==> config.mk <==
export PLATFORM = sky130hd
export DESIGN_NAME = led_text_command_parser_unit
export DESIGN_NICKNAME = d
export VERILOG_FILES = /design/src/rtl/core/ltcp_pkg.sv /design/src/rtl/core/ltcp_front.sv /design/src/rtl/core/ltcp_queue.sv /design/src/rtl/core/ltcp_back.sv /design/src/rtl/core/led_text_command_parser_unit.sv
export SDC_FILE = /design/constraint.sdc
export NUM_CORES = 1
export LEC_CHECK = 0
export BUFFER_PORTS_ARGS = -buffer_cell sky130_fd_sc_hd__buf_4
export CAP_MARGIN = 20
export CORE_AREA = 5 5 122 124
export DETAILED_ROUTE_END_ITERATION = 16
export DIE_AREA = 0 0 127 129
export PLACE_DENSITY_LB_ADDON = 0.25
export SETUP_SLACK_MARGIN = 0.3
export SYNTH_ARGS = -nofsm -noshare
export SYNTH_HDL_FRONTEND = slang
export SYNTH_SLANG_ARGS = --single-unit
export TNS_END_PERCENT = 5
==> constraint.sdc <==
create_clock -name clk -period 3 [get_ports clk]
set_input_delay 0.6 -clock clk [delete_from_list [all_inputs] [get_ports clk]]
set_output_delay 0.6 -clock clk [all_outputs]
set_load 0.1 [all_outputs]
==> src/rtl/core/ltcp_pkg.sv <==
`timescale 1ns / 1ps
package ltcp_pkg;

    localparam int LINE_LIMIT_DEF  = 64;
    localparam int QUEUE_DEPTH_DEF = 4;

    localparam logic [7:0] CHAR_NUL = 8'h00;
    localparam logic [7:0] CHAR_LF  = 8'h0A;
    localparam logic [7:0] CHAR_CR  = 8'h0D;
    localparam logic [7:0] CHAR_0   = 8'h30;
    localparam logic [7:0] CHAR_9   = 8'h39;
    localparam logic [7:0] CHAR_L   = 8'h4C;
    localparam logic [7:0] CHAR_S   = 8'h53;
    localparam logic [7:0] CHAR_O   = 8'h4F;
    localparam logic [7:0] CHAR_N   = 8'h4E;

    typedef enum logic [1:0] {
        KIND_ECHO    = 2'd0,
        KIND_EXEC    = 2'd1,
        KIND_INVALID = 2'd2,
        KIND_CLEAR   = 2'd3
    } kind_t;

    typedef struct packed {
        logic       is_button;
        logic [7:0] ch;
        logic       ends_line;
        logic       cmd_ok;
        logic [6:0] led_number;
        logic       led_on;
    } cmd_t;

    typedef struct packed {
        logic full;
        logic empty;
    } q_status_t;

    // "LED:"
    function automatic logic [7:0] led_key_char(input logic [1:0] idx);
        logic [7:0] r;
        unique case (idx)
            2'd0: r = 8'h4C;
            2'd1: r = 8'h45;
            2'd2: r = 8'h44;
            2'd3: r = 8'h3A;
        endcase
        return r;
    endfunction

    // "STATE:"
    function automatic logic [7:0] state_key_char(input logic [2:0] idx);
        logic [7:0] r;
        unique case (idx)
            3'd0:    r = 8'h53;
            3'd1:    r = 8'h54;
            3'd2:    r = 8'h41;
            3'd3:    r = 8'h54;
            3'd4:    r = 8'h45;
            3'd5:    r = 8'h3A;
            default: r = 8'h00;
        endcase
        return r;
    endfunction

    function automatic logic is_digit(input logic [7:0] c);
        return (c >= CHAR_0) && (c <= CHAR_9);
    endfunction

endpackage

==> src/rtl/core/ltcp_front.sv <==
`timescale 1ns / 1ps
module ltcp_front #(
    parameter int LINE_LIMIT = ltcp_pkg::LINE_LIMIT_DEF
) (
    input  logic                clk,
    input  logic                rst_n,
    input  logic                in_valid,
    input  logic                op,
    input  logic [7:0]          rx_byte,
    input  ltcp_pkg::q_status_t q_status,
    output logic                push,
    output ltcp_pkg::cmd_t      cmd
);

    localparam int LC_W = $clog2(LINE_LIMIT - 1);

    logic [LC_W-1:0] line_count_reg, line_count_next;
    logic            nul_reg, nul_next;
    logic [1:0]      led_prog_reg, led_prog_next;
    logic            led_found_reg, led_found_next;
    logic [1:0]      led_cnt_reg, led_cnt_next;
    logic [7:0]      led_d0_reg, led_d0_next;
    logic [7:0]      led_d1_reg, led_d1_next;
    logic [2:0]      st_prog_reg, st_prog_next;
    logic            st_found_reg, st_found_next;
    logic [1:0]      st_cnt_reg, st_cnt_next;
    logic [7:0]      st_b0_reg, st_b0_next;
    logic [7:0]      st_b1_reg, st_b1_next;

    logic       is_term;
    logic       at_limit;
    logic       line_end;
    logic [2:0] led_step;
    logic [2:0] st_step;
    logic       num_ok;
    logic       on_dec;
    logic [6:0] num_dec;

    assign push     = in_valid && !q_status.full;
    assign is_term  = (rx_byte == ltcp_pkg::CHAR_CR) || (rx_byte == ltcp_pkg::CHAR_LF);
    assign at_limit = (line_count_reg == LC_W'(LINE_LIMIT - 2));
    assign line_end = !op && (is_term || at_limit);

    always_comb
    begin
        led_step = (rx_byte == ltcp_pkg::led_key_char(led_prog_reg))
                 ? ({1'b0, led_prog_reg} + 3'd1)
                 : ((rx_byte == ltcp_pkg::CHAR_L) ? 3'd1 : 3'd0);
        st_step  = (rx_byte == ltcp_pkg::state_key_char(st_prog_reg))
                 ? (st_prog_reg + 3'd1)
                 : ((rx_byte == ltcp_pkg::CHAR_S) ? 3'd1 : 3'd0);
    end

    // line state after this byte is fed to the matchers
    always_comb
    begin
        nul_next       = nul_reg;
        led_prog_next  = led_prog_reg;
        led_found_next = led_found_reg;
        led_cnt_next   = led_cnt_reg;
        led_d0_next    = led_d0_reg;
        led_d1_next    = led_d1_reg;
        st_prog_next   = st_prog_reg;
        st_found_next  = st_found_reg;
        st_cnt_next    = st_cnt_reg;
        st_b0_next     = st_b0_reg;
        st_b1_next     = st_b1_reg;
        if (!op && !is_term && !nul_reg)
        begin
            if (rx_byte == ltcp_pkg::CHAR_NUL)
            begin
                nul_next = 1'b1;
            end
            else
            begin
                if (led_found_reg)
                begin
                    if (led_cnt_reg == 2'd0)
                    begin
                        led_d0_next  = rx_byte;
                        led_cnt_next = 2'd1;
                    end
                    else if (led_cnt_reg == 2'd1)
                    begin
                        led_d1_next  = rx_byte;
                        led_cnt_next = 2'd2;
                    end
                end
                else if (led_step == 3'd4)
                begin
                    led_found_next = 1'b1;
                    led_prog_next  = 2'd0;
                end
                else
                begin
                    led_prog_next = led_step[1:0];
                end

                if (st_found_reg)
                begin
                    if (st_cnt_reg == 2'd0)
                    begin
                        st_b0_next  = rx_byte;
                        st_cnt_next = 2'd1;
                    end
                    else if (st_cnt_reg == 2'd1)
                    begin
                        st_b1_next  = rx_byte;
                        st_cnt_next = 2'd2;
                    end
                end
                else if (st_step == 3'd6)
                begin
                    st_found_next = 1'b1;
                    st_prog_next  = 3'd0;
                end
                else
                begin
                    st_prog_next = st_step;
                end
            end
        end
        line_count_next = line_count_reg + LC_W'(1);
    end

    always_comb
    begin
        num_ok  = (led_cnt_next == 2'd2) && ltcp_pkg::is_digit(led_d0_next)
               && ltcp_pkg::is_digit(led_d1_next);
        num_dec = num_ok ? (7'(led_d0_next[3:0]) * 7'd10 + 7'(led_d1_next[3:0])) : 7'd0;
        on_dec  = (st_cnt_next == 2'd2) && (st_b0_next == ltcp_pkg::CHAR_O)
               && (st_b1_next == ltcp_pkg::CHAR_N);

        cmd.is_button  = op;
        cmd.ch         = rx_byte;
        cmd.ends_line  = line_end;
        cmd.cmd_ok     = led_found_next && st_found_next;
        cmd.led_number = (led_found_next && st_found_next) ? num_dec : 7'd0;
        cmd.led_on     = led_found_next && st_found_next && on_dec;
    end

    always_ff @(posedge clk or negedge rst_n)
    begin
        if (!rst_n)
        begin
            line_count_reg <= '0;
            nul_reg        <= 1'b0;
            led_prog_reg   <= 2'd0;
            led_found_reg  <= 1'b0;
            led_cnt_reg    <= 2'd0;
            led_d0_reg     <= 8'd0;
            led_d1_reg     <= 8'd0;
            st_prog_reg    <= 3'd0;
            st_found_reg   <= 1'b0;
            st_cnt_reg     <= 2'd0;
            st_b0_reg      <= 8'd0;
            st_b1_reg      <= 8'd0;
        end
        else if (push && !op)
        begin
            if (line_end)
            begin
                line_count_reg <= '0;
                nul_reg        <= 1'b0;
                led_prog_reg   <= 2'd0;
                led_found_reg  <= 1'b0;
                led_cnt_reg    <= 2'd0;
                st_prog_reg    <= 3'd0;
                st_found_reg   <= 1'b0;
                st_cnt_reg     <= 2'd0;
            end
            else
            begin
                line_count_reg <= line_count_next;
                nul_reg        <= nul_next;
                led_prog_reg   <= led_prog_next;
                led_found_reg  <= led_found_next;
                led_cnt_reg    <= led_cnt_next;
                led_d0_reg     <= led_d0_next;
                led_d1_reg     <= led_d1_next;
                st_prog_reg    <= st_prog_next;
                st_found_reg   <= st_found_next;
                st_cnt_reg     <= st_cnt_next;
                st_b0_reg      <= st_b0_next;
                st_b1_reg      <= st_b1_next;
            end
        end
    end

endmodule

==> src/rtl/core/ltcp_queue.sv <==
`timescale 1ns / 1ps
module ltcp_queue #(
    parameter int DEPTH = ltcp_pkg::QUEUE_DEPTH_DEF
) (
    input  logic                clk,
    input  logic                rst_n,
    input  logic                push,
    input  ltcp_pkg::cmd_t      wr_cmd,
    input  logic                pop,
    output ltcp_pkg::cmd_t      head,
    output ltcp_pkg::q_status_t status
);

    localparam int PTR_W = $clog2(DEPTH);
    localparam int CNT_W = $clog2(DEPTH + 1);

    ltcp_pkg::cmd_t entry_reg [DEPTH];

    logic [PTR_W-1:0] wr_ptr_reg, wr_ptr_next;
    logic [PTR_W-1:0] rd_ptr_reg, rd_ptr_next;
    logic [CNT_W-1:0] count_reg, count_next;
    logic             do_push;
    logic             do_pop;

    assign status.full  = (count_reg == CNT_W'(DEPTH));
    assign status.empty = (count_reg == '0);
    assign do_push      = push && !status.full;
    assign do_pop       = pop && !status.empty;
    assign head         = entry_reg[rd_ptr_reg];

    always_comb
    begin
        wr_ptr_next = (wr_ptr_reg == PTR_W'(DEPTH - 1)) ? '0 : wr_ptr_reg + PTR_W'(1);
        rd_ptr_next = (rd_ptr_reg == PTR_W'(DEPTH - 1)) ? '0 : rd_ptr_reg + PTR_W'(1);
        count_next  = count_reg;
        if (do_push && !do_pop)
        begin
            count_next = count_reg + CNT_W'(1);
        end
        else if (do_pop && !do_push)
        begin
            count_next = count_reg - CNT_W'(1);
        end
    end

    always_ff @(posedge clk or negedge rst_n)
    begin
        if (!rst_n)
        begin
            wr_ptr_reg <= '0;
            rd_ptr_reg <= '0;
            count_reg  <= '0;
        end
        else
        begin
            if (do_push)
            begin
                wr_ptr_reg <= wr_ptr_next;
            end
            if (do_pop)
            begin
                rd_ptr_reg <= rd_ptr_next;
            end
            count_reg <= count_next;
        end
    end

    always_ff @(posedge clk)
    begin
        if (do_push)
        begin
            entry_reg[wr_ptr_reg] <= wr_cmd;
        end
    end

endmodule

==> src/rtl/core/ltcp_back.sv <==
`timescale 1ns / 1ps
module ltcp_back (
    input  logic                clk,
    input  logic                rst_n,
    input  ltcp_pkg::cmd_t      head,
    input  ltcp_pkg::q_status_t q_status,
    output logic                pop,
    input  logic                out_stall,
    output logic                out_valid,
    output logic [1:0]          kind,
    output logic [7:0]          echo_byte,
    output logic [6:0]          led_number,
    output logic                led_on,
    output logic [2:0]          led_levels,
    output logic                last
);

    typedef enum logic {
        PH_ECHO,
        PH_FINISH
    } phase_t;

    phase_t          phase_reg;
    logic            out_valid_reg;
    ltcp_pkg::kind_t kind_reg;
    logic [7:0]      echo_reg;
    logic [6:0]      number_reg;
    logic            on_reg;
    logic [2:0]      levels_reg;
    logic            last_reg;
    logic [2:0]      led_reg;

    logic       load;
    logic       take;
    logic       hit;
    logic [2:0] bit_mask;
    logic [2:0] led_applied;

    assign load = !out_valid_reg || !out_stall;
    assign take = load && !q_status.empty;
    assign pop  = take && (head.is_button || (phase_reg == PH_FINISH) || !head.ends_line);

    always_comb
    begin
        hit      = head.cmd_ok && (head.led_number >= 7'd1) && (head.led_number <= 7'd3);
        bit_mask = 3'd0;
        unique case (head.led_number[1:0])
            2'd1:    bit_mask = 3'b001;
            2'd2:    bit_mask = 3'b010;
            2'd3:    bit_mask = 3'b100;
            default: bit_mask = 3'b000;
        endcase
        led_applied = led_reg;
        if (hit)
        begin
            led_applied = head.led_on ? (led_reg | bit_mask) : (led_reg & ~bit_mask);
        end
    end

    always_ff @(posedge clk or negedge rst_n)
    begin
        if (!rst_n)
        begin
            phase_reg     <= PH_ECHO;
            out_valid_reg <= 1'b0;
            kind_reg      <= ltcp_pkg::KIND_ECHO;
            echo_reg      <= 8'd0;
            number_reg    <= 7'd0;
            on_reg        <= 1'b0;
            levels_reg    <= 3'b111;
            last_reg      <= 1'b0;
            led_reg       <= 3'b111;
        end
        else if (load)
        begin
            out_valid_reg <= !q_status.empty;
            if (take)
            begin
                if (head.is_button)
                begin
                    kind_reg   <= ltcp_pkg::KIND_CLEAR;
                    echo_reg   <= 8'd0;
                    number_reg <= 7'd0;
                    on_reg     <= 1'b0;
                    levels_reg <= 3'b000;
                    last_reg   <= 1'b1;
                    led_reg    <= 3'b000;
                end
                else if (phase_reg == PH_ECHO)
                begin
                    kind_reg   <= ltcp_pkg::KIND_ECHO;
                    echo_reg   <= head.ch;
                    number_reg <= 7'd0;
                    on_reg     <= 1'b0;
                    levels_reg <= led_reg;
                    last_reg   <= !head.ends_line;
                    if (head.ends_line)
                    begin
                        phase_reg <= PH_FINISH;
                    end
                end
                else
                begin
                    kind_reg   <= head.cmd_ok ? ltcp_pkg::KIND_EXEC : ltcp_pkg::KIND_INVALID;
                    echo_reg   <= 8'd0;
                    number_reg <= head.led_number;
                    on_reg     <= head.led_on;
                    levels_reg <= led_applied;
                    last_reg   <= 1'b1;
                    led_reg    <= led_applied;
                    phase_reg  <= PH_ECHO;
                end
            end
        end
    end

    assign out_valid  = out_valid_reg;
    assign kind       = kind_reg;
    assign echo_byte  = echo_reg;
    assign led_number = number_reg;
    assign led_on     = on_reg;
    assign led_levels = levels_reg;
    assign last       = last_reg;

endmodule

==> src/rtl/core/led_text_command_parser_unit.sv <==
`timescale 1ns / 1ps
// path: inputs pass through the command queue into the registered outputs
// throughput: one input per clock unless in_stall; one result per clock unless
// out_stall; a line-ending byte yields two results, buffered by the command queue
// reset: asynchronous active-low; LEDs on, line state and queue empty
module led_text_command_parser_unit #(
    parameter int LINE_LIMIT  = ltcp_pkg::LINE_LIMIT_DEF,
    parameter int QUEUE_DEPTH = ltcp_pkg::QUEUE_DEPTH_DEF
) (
    input  logic       clk,
    input  logic       rst_n,
    input  logic       in_valid,
    output logic       in_stall,
    input  logic       op,
    input  logic [7:0] rx_byte,
    output logic       out_valid,
    input  logic       out_stall,
    output logic [1:0] kind,
    output logic [7:0] echo_byte,
    output logic [6:0] led_number,
    output logic       led_on,
    output logic [2:0] led_levels,
    output logic       last
);

    ltcp_pkg::q_status_t q_status;
    ltcp_pkg::cmd_t      wr_cmd;
    ltcp_pkg::cmd_t      head;
    logic                push;
    logic                pop;

    assign in_stall = q_status.full;

    ltcp_front #(
        .LINE_LIMIT (LINE_LIMIT)
    ) u_front (
        .clk      (clk),
        .rst_n    (rst_n),
        .in_valid (in_valid),
        .op       (op),
        .rx_byte  (rx_byte),
        .q_status (q_status),
        .push     (push),
        .cmd      (wr_cmd)
    );

    ltcp_queue #(
        .DEPTH (QUEUE_DEPTH)
    ) u_queue (
        .clk    (clk),
        .rst_n  (rst_n),
        .push   (push),
        .wr_cmd (wr_cmd),
        .pop    (pop),
        .head   (head),
        .status (q_status)
    );

    ltcp_back u_back (
        .clk        (clk),
        .rst_n      (rst_n),
        .head       (head),
        .q_status   (q_status),
        .pop        (pop),
        .out_stall  (out_stall),
        .out_valid  (out_valid),
        .kind       (kind),
        .echo_byte  (echo_byte),
        .led_number (led_number),
        .led_on     (led_on),
        .led_levels (led_levels),
        .last       (last)
    );

`ifndef ASSERT_OFF
    a_finish_follows_echo: assert property (@(posedge clk) disable iff (!rst_n)
        out_valid && !out_stall && (kind == ltcp_pkg::KIND_ECHO) && !last
        |=> out_valid && ((kind == ltcp_pkg::KIND_EXEC) || (kind == ltcp_pkg::KIND_INVALID)))
        else $error("line end transaction not followed by its command result");

    a_non_echo_last: assert property (@(posedge clk) disable iff (!rst_n)
        out_valid && (kind != ltcp_pkg::KIND_ECHO) |-> last && (echo_byte == 8'd0))
        else $error("command or clear result not marked last");

    a_clear_levels: assert property (@(posedge clk) disable iff (!rst_n)
        out_valid && (kind == ltcp_pkg::KIND_CLEAR) |-> (led_levels == 3'b000))
        else $error("button clear left an LED on");

    a_no_decode_fields: assert property (@(posedge clk) disable iff (!rst_n)
        out_valid && (kind != ltcp_pkg::KIND_EXEC) |-> (led_number == 7'd0) && !led_on)
        else $error("decoded fields set on a non-command result");
`endif

endmodule

==> run_results.csv <==
group,metric,value,unit
outcome,status,"finished with violations",
outcome,violations,"negative setup slack",
routing,num_vias,4960,
pwr,power_switching_share,0.386,
cts,cts_max_path_buffers,2,
routing,vias_per_cell,5.90,
placed_design,dpl-instance-area,8310,µm²
sta,worst_slack,-0.0770,ns
cts,htreeDepth,4,
sta,clock-skew-final,0.00851,ns
setup_path,startpoint,"rx_byte[0]",
global_route,grtUsageTotal,0.210,
cts,cts_tree,"built",
pwr,power_density,889,nW/µm²
logic_synthesis,synthSimpleGateAreaFrac,0.108,
floorplan,row_count,43,
job,cap_viol_max_count,0,
logic_synthesis,ys_ff_latch,157,
setup_path,cp_max_fo,5,
layout,ff_latch_area,4310,µm²
pwr,p_seq_frac,0.373,
floorplan,ioPinCount,37,
routing,wl,16.3,mm
logic_synthesis,yosysSeqAreaShare,0.588,
global_route,grt_pass1_wl,26.6,mm
pwr,intPower,4.94,mW
sta,rsz0062_at_grt,"true",
cts,clk_pin_slew_worst_paths,0.06,ns
routing,drtIter0Drc,332,
logic_synthesis,synthCells,550,
logic_synthesis,yosys-top-cells-area,"edfxtp_1, dfrtp_1, mux4_2",
floorplan,initial_utilization,0.537,
sta,setup_viol,4,
routing,ant_nets,0,
logic_synthesis,synth_top_cell_by_area,"edfxtp_1",
logic_synthesis,syn-cell-area,7340,µm²
placed_design,globalplace.congestion,0.917,
pwr,clock_power_share,0.269,
sta,worstMarginPinSlew,0.930,ns
layout,finalInstanceArea,9060,µm²
logic_synthesis,synth_xor_area_frac,0.0131,
worst_hold_path,hp-start,"out_stall",
logic_synthesis,synth_fa_ha_area_frac,0.0525,
placed_design,io_buffer_count,36,
floorplan,die-area,16400,µm²
floorplan,core_area,13700,µm²
sta,fmax,0.325,GHz
layout,fin_util,0.663,
logic_synthesis,async_flop_share,0.516,
cts,cts_buffers,17,
routing,post_drt_wl_per_cell,19.5,µm
global_route,grt_max_degree,72,
global_route,grt_overflow,0,
setup_path,crit-reg2reg-launch,"u_front.led_found_reg",
pwr,switching_power,3.11,mW
layout,fillerInstances,1008,
logic_synthesis,synth-main-ff-cell,"dfrtp_1",
global_route,antenna_found_initial,0,
routing,dr.pass1.iters,5,
sta,finalMaxSlewViolations,0,
worst_hold_path,worstHoldPathType,"input pin to flip-flop",
pwr,power.total,8.06,mW
logic_synthesis,yosysWarnings,0,
layout,finalNonFillerCells,840,
setup_path,worstSetupStartpointType,"input pin",
global_route,grt_pass1_vias,5147,
layout,nets,689,
floorplan,die_x,127,µm
layout,drive_above_1_share,0.341,
logic_synthesis,synth_fp_nets,592,
pwr,ir_drop,0.399,mV
layout,largest_reg_flops,76,
logic_synthesis,synth_edf_count,76,
logic_synthesis,syn_area_per_cell,13.3,µm²
logic_synthesis,synth.top_cell.area_share,0.311,
setup_path,crit_type,"input pin to flip-flop",
pwr,p_leak,3.71,nW
logic_synthesis,synth.distinct_cells,67,
pwr,comb_power_share,0.358,
setup_path,critPathRequiredTime,3.17,ns
layout,multi_input_area,3040,µm²
sta,finalCritPeriodShare,1.03,
layout,syn2layout_area_growth,23.5,%
routing,drc,0,
sta,finalCriticalPeriod,3.08,ns
logic_synthesis,synth_common_cells,"dfrtp_1, edfxtp_1, nand2_1",
logic_synthesis,synth_top_family_by_area,"multiplexers",
cts,clkLatencyLatePin,0.42,ns
cts,clockRootBuffer,"clkbuf_16",
layout,antenna_cells,0,
cts,clock-sinks,157,
floorplan,die_y,129,µm
logic_synthesis,post-synth-top-count-cell,"dfrtp_1",
sta,relSlewSlack,0.375,
setup_path,arrival,3.25,ns
sta,finalHoldViolCount,0,
logic_synthesis,synth_mux_area_frac,0.121,
placed_design,placed_cells,805,
logic_synthesis,synth_compound_area_frac,0.0914,
placed_design,hpwl,11.2,mm
setup_path,crit_path_end_kind,"flip-flop",
[what timing repair did]
item	in CTS	in global routing
resized for setup	14	18
buffers inserted	1	1
hold buffers	1	0
pin swaps	13	11
hold endpoints to repair	10	0
endpoints found under the setup margin	28	35
[power by group through the flow]
stage / Sequential [mW] / Clock (mW) / Combinational (mW)
6_report: 3.01 / 2.16 / 2.89
4_1_cts: 3.01 / 2.20 / 2.90
2_1_floorplan: 3.97 / 0 / 1.20
3_3_place_gp: 3.01 / 0 / 2.81
5_1_grt: 3.06 / 2.30 / 3.07
3_5_place_dp: 3.04 / 0 / 2.88
[logic make-up (layout without fill, tap and decap cells)]
family	after synthesis	in the layout
multiplexers	60	60
XOR/XNOR	11	11
AO/OA/AOI/OAI	97	97
adder cells (fa/ha/maj)	29	29
buffers and inverters	48	158
AND/OR/NAND/NOR	148	148
flip-flops	157	157
[layer usage]
| layer | share of wire | GRT usage |
|---|---|---|
| met5 | 0 | 0 |
| met2 | 0.51 | 0.368 |
| met4 | 0.021 | 0.0852 |
| met3 | 0.053 | 0.0382 |
| met1 | 0.41 | 0.257 |
[layout make-up]
type	instances	area share
well taps	180	0.0249
clock inverters	14	0.0174
multi-input cells	345	0.336
flip-flops and latches	157	0.476
inverters	26	0.0108
repair buffers	100	0.0866
clock buffers	18	0.0485
[critical path, cell delays in order]
cell     delay [ns]
buf_8          0.10
and4b_2        0.26
o31ai_4        0.31
nand3_4        0.19
mux2_4         0.36
ha_4           0.22
ha_4           0.15
fa_1           0.49
nand2_1        0.07
nor2_2         0.12
xnor2_1        0.14
xnor2_1        0.16
nor2_2         0.07
[worst paths after layout]
check                                           to  slack [ns]  depth (start not counted)
max                        u_queue.entry_reg[1][7]       -0.08                         13
min reg2reg                   u_back.led_levels[1]        0.47                          2
max in group asynchronous          u_front.nul_reg        1.82                          3
min                               u_back.out_valid        0.40                          3
max reg2reg                u_queue.entry_reg[1][7]        0.05                         13
min in group asynchronous      u_back.echo_byte[3]        0.55                          2
[stage by stage]
stage	worst slack, ns	setup TNS [ns]	hold slack (ns)
2_1_floorplan	-0.458	-2.66	0.304
3_3_place_gp	-0.542	-6.54	0.439
3_5_place_dp	-0.602	-8.24	0.442
4_1_cts	-0.0655	-0.262	0.397
5_1_grt	-0.202	-0.915	0.406
6_report	-0.0770	-0.308	0.403
[layout by cell type, fill, tap and decap left out, drive strengths merged, types with 3 or more instances in the layout]
cell     n
a31oi    5
nor3    13
xor2     5
dfrtp   78
nand3   11
a22o    16
fa       3
nand4    7
nor2b   10
nand2   46
edfxtp  76
and3     5
xnor2    6
clkbuf  18
nor2    25
dfstp    3
nor4     9
o31a     3
ha      26
o21a     4
buf     99
and2     5
mux2i    4
o22ai    3
mux2    37
a21oi   14
clkinv   4
mux4    19
o211ai   3
o21ai   27
inv     32
(Power assumes the default switching activity.)
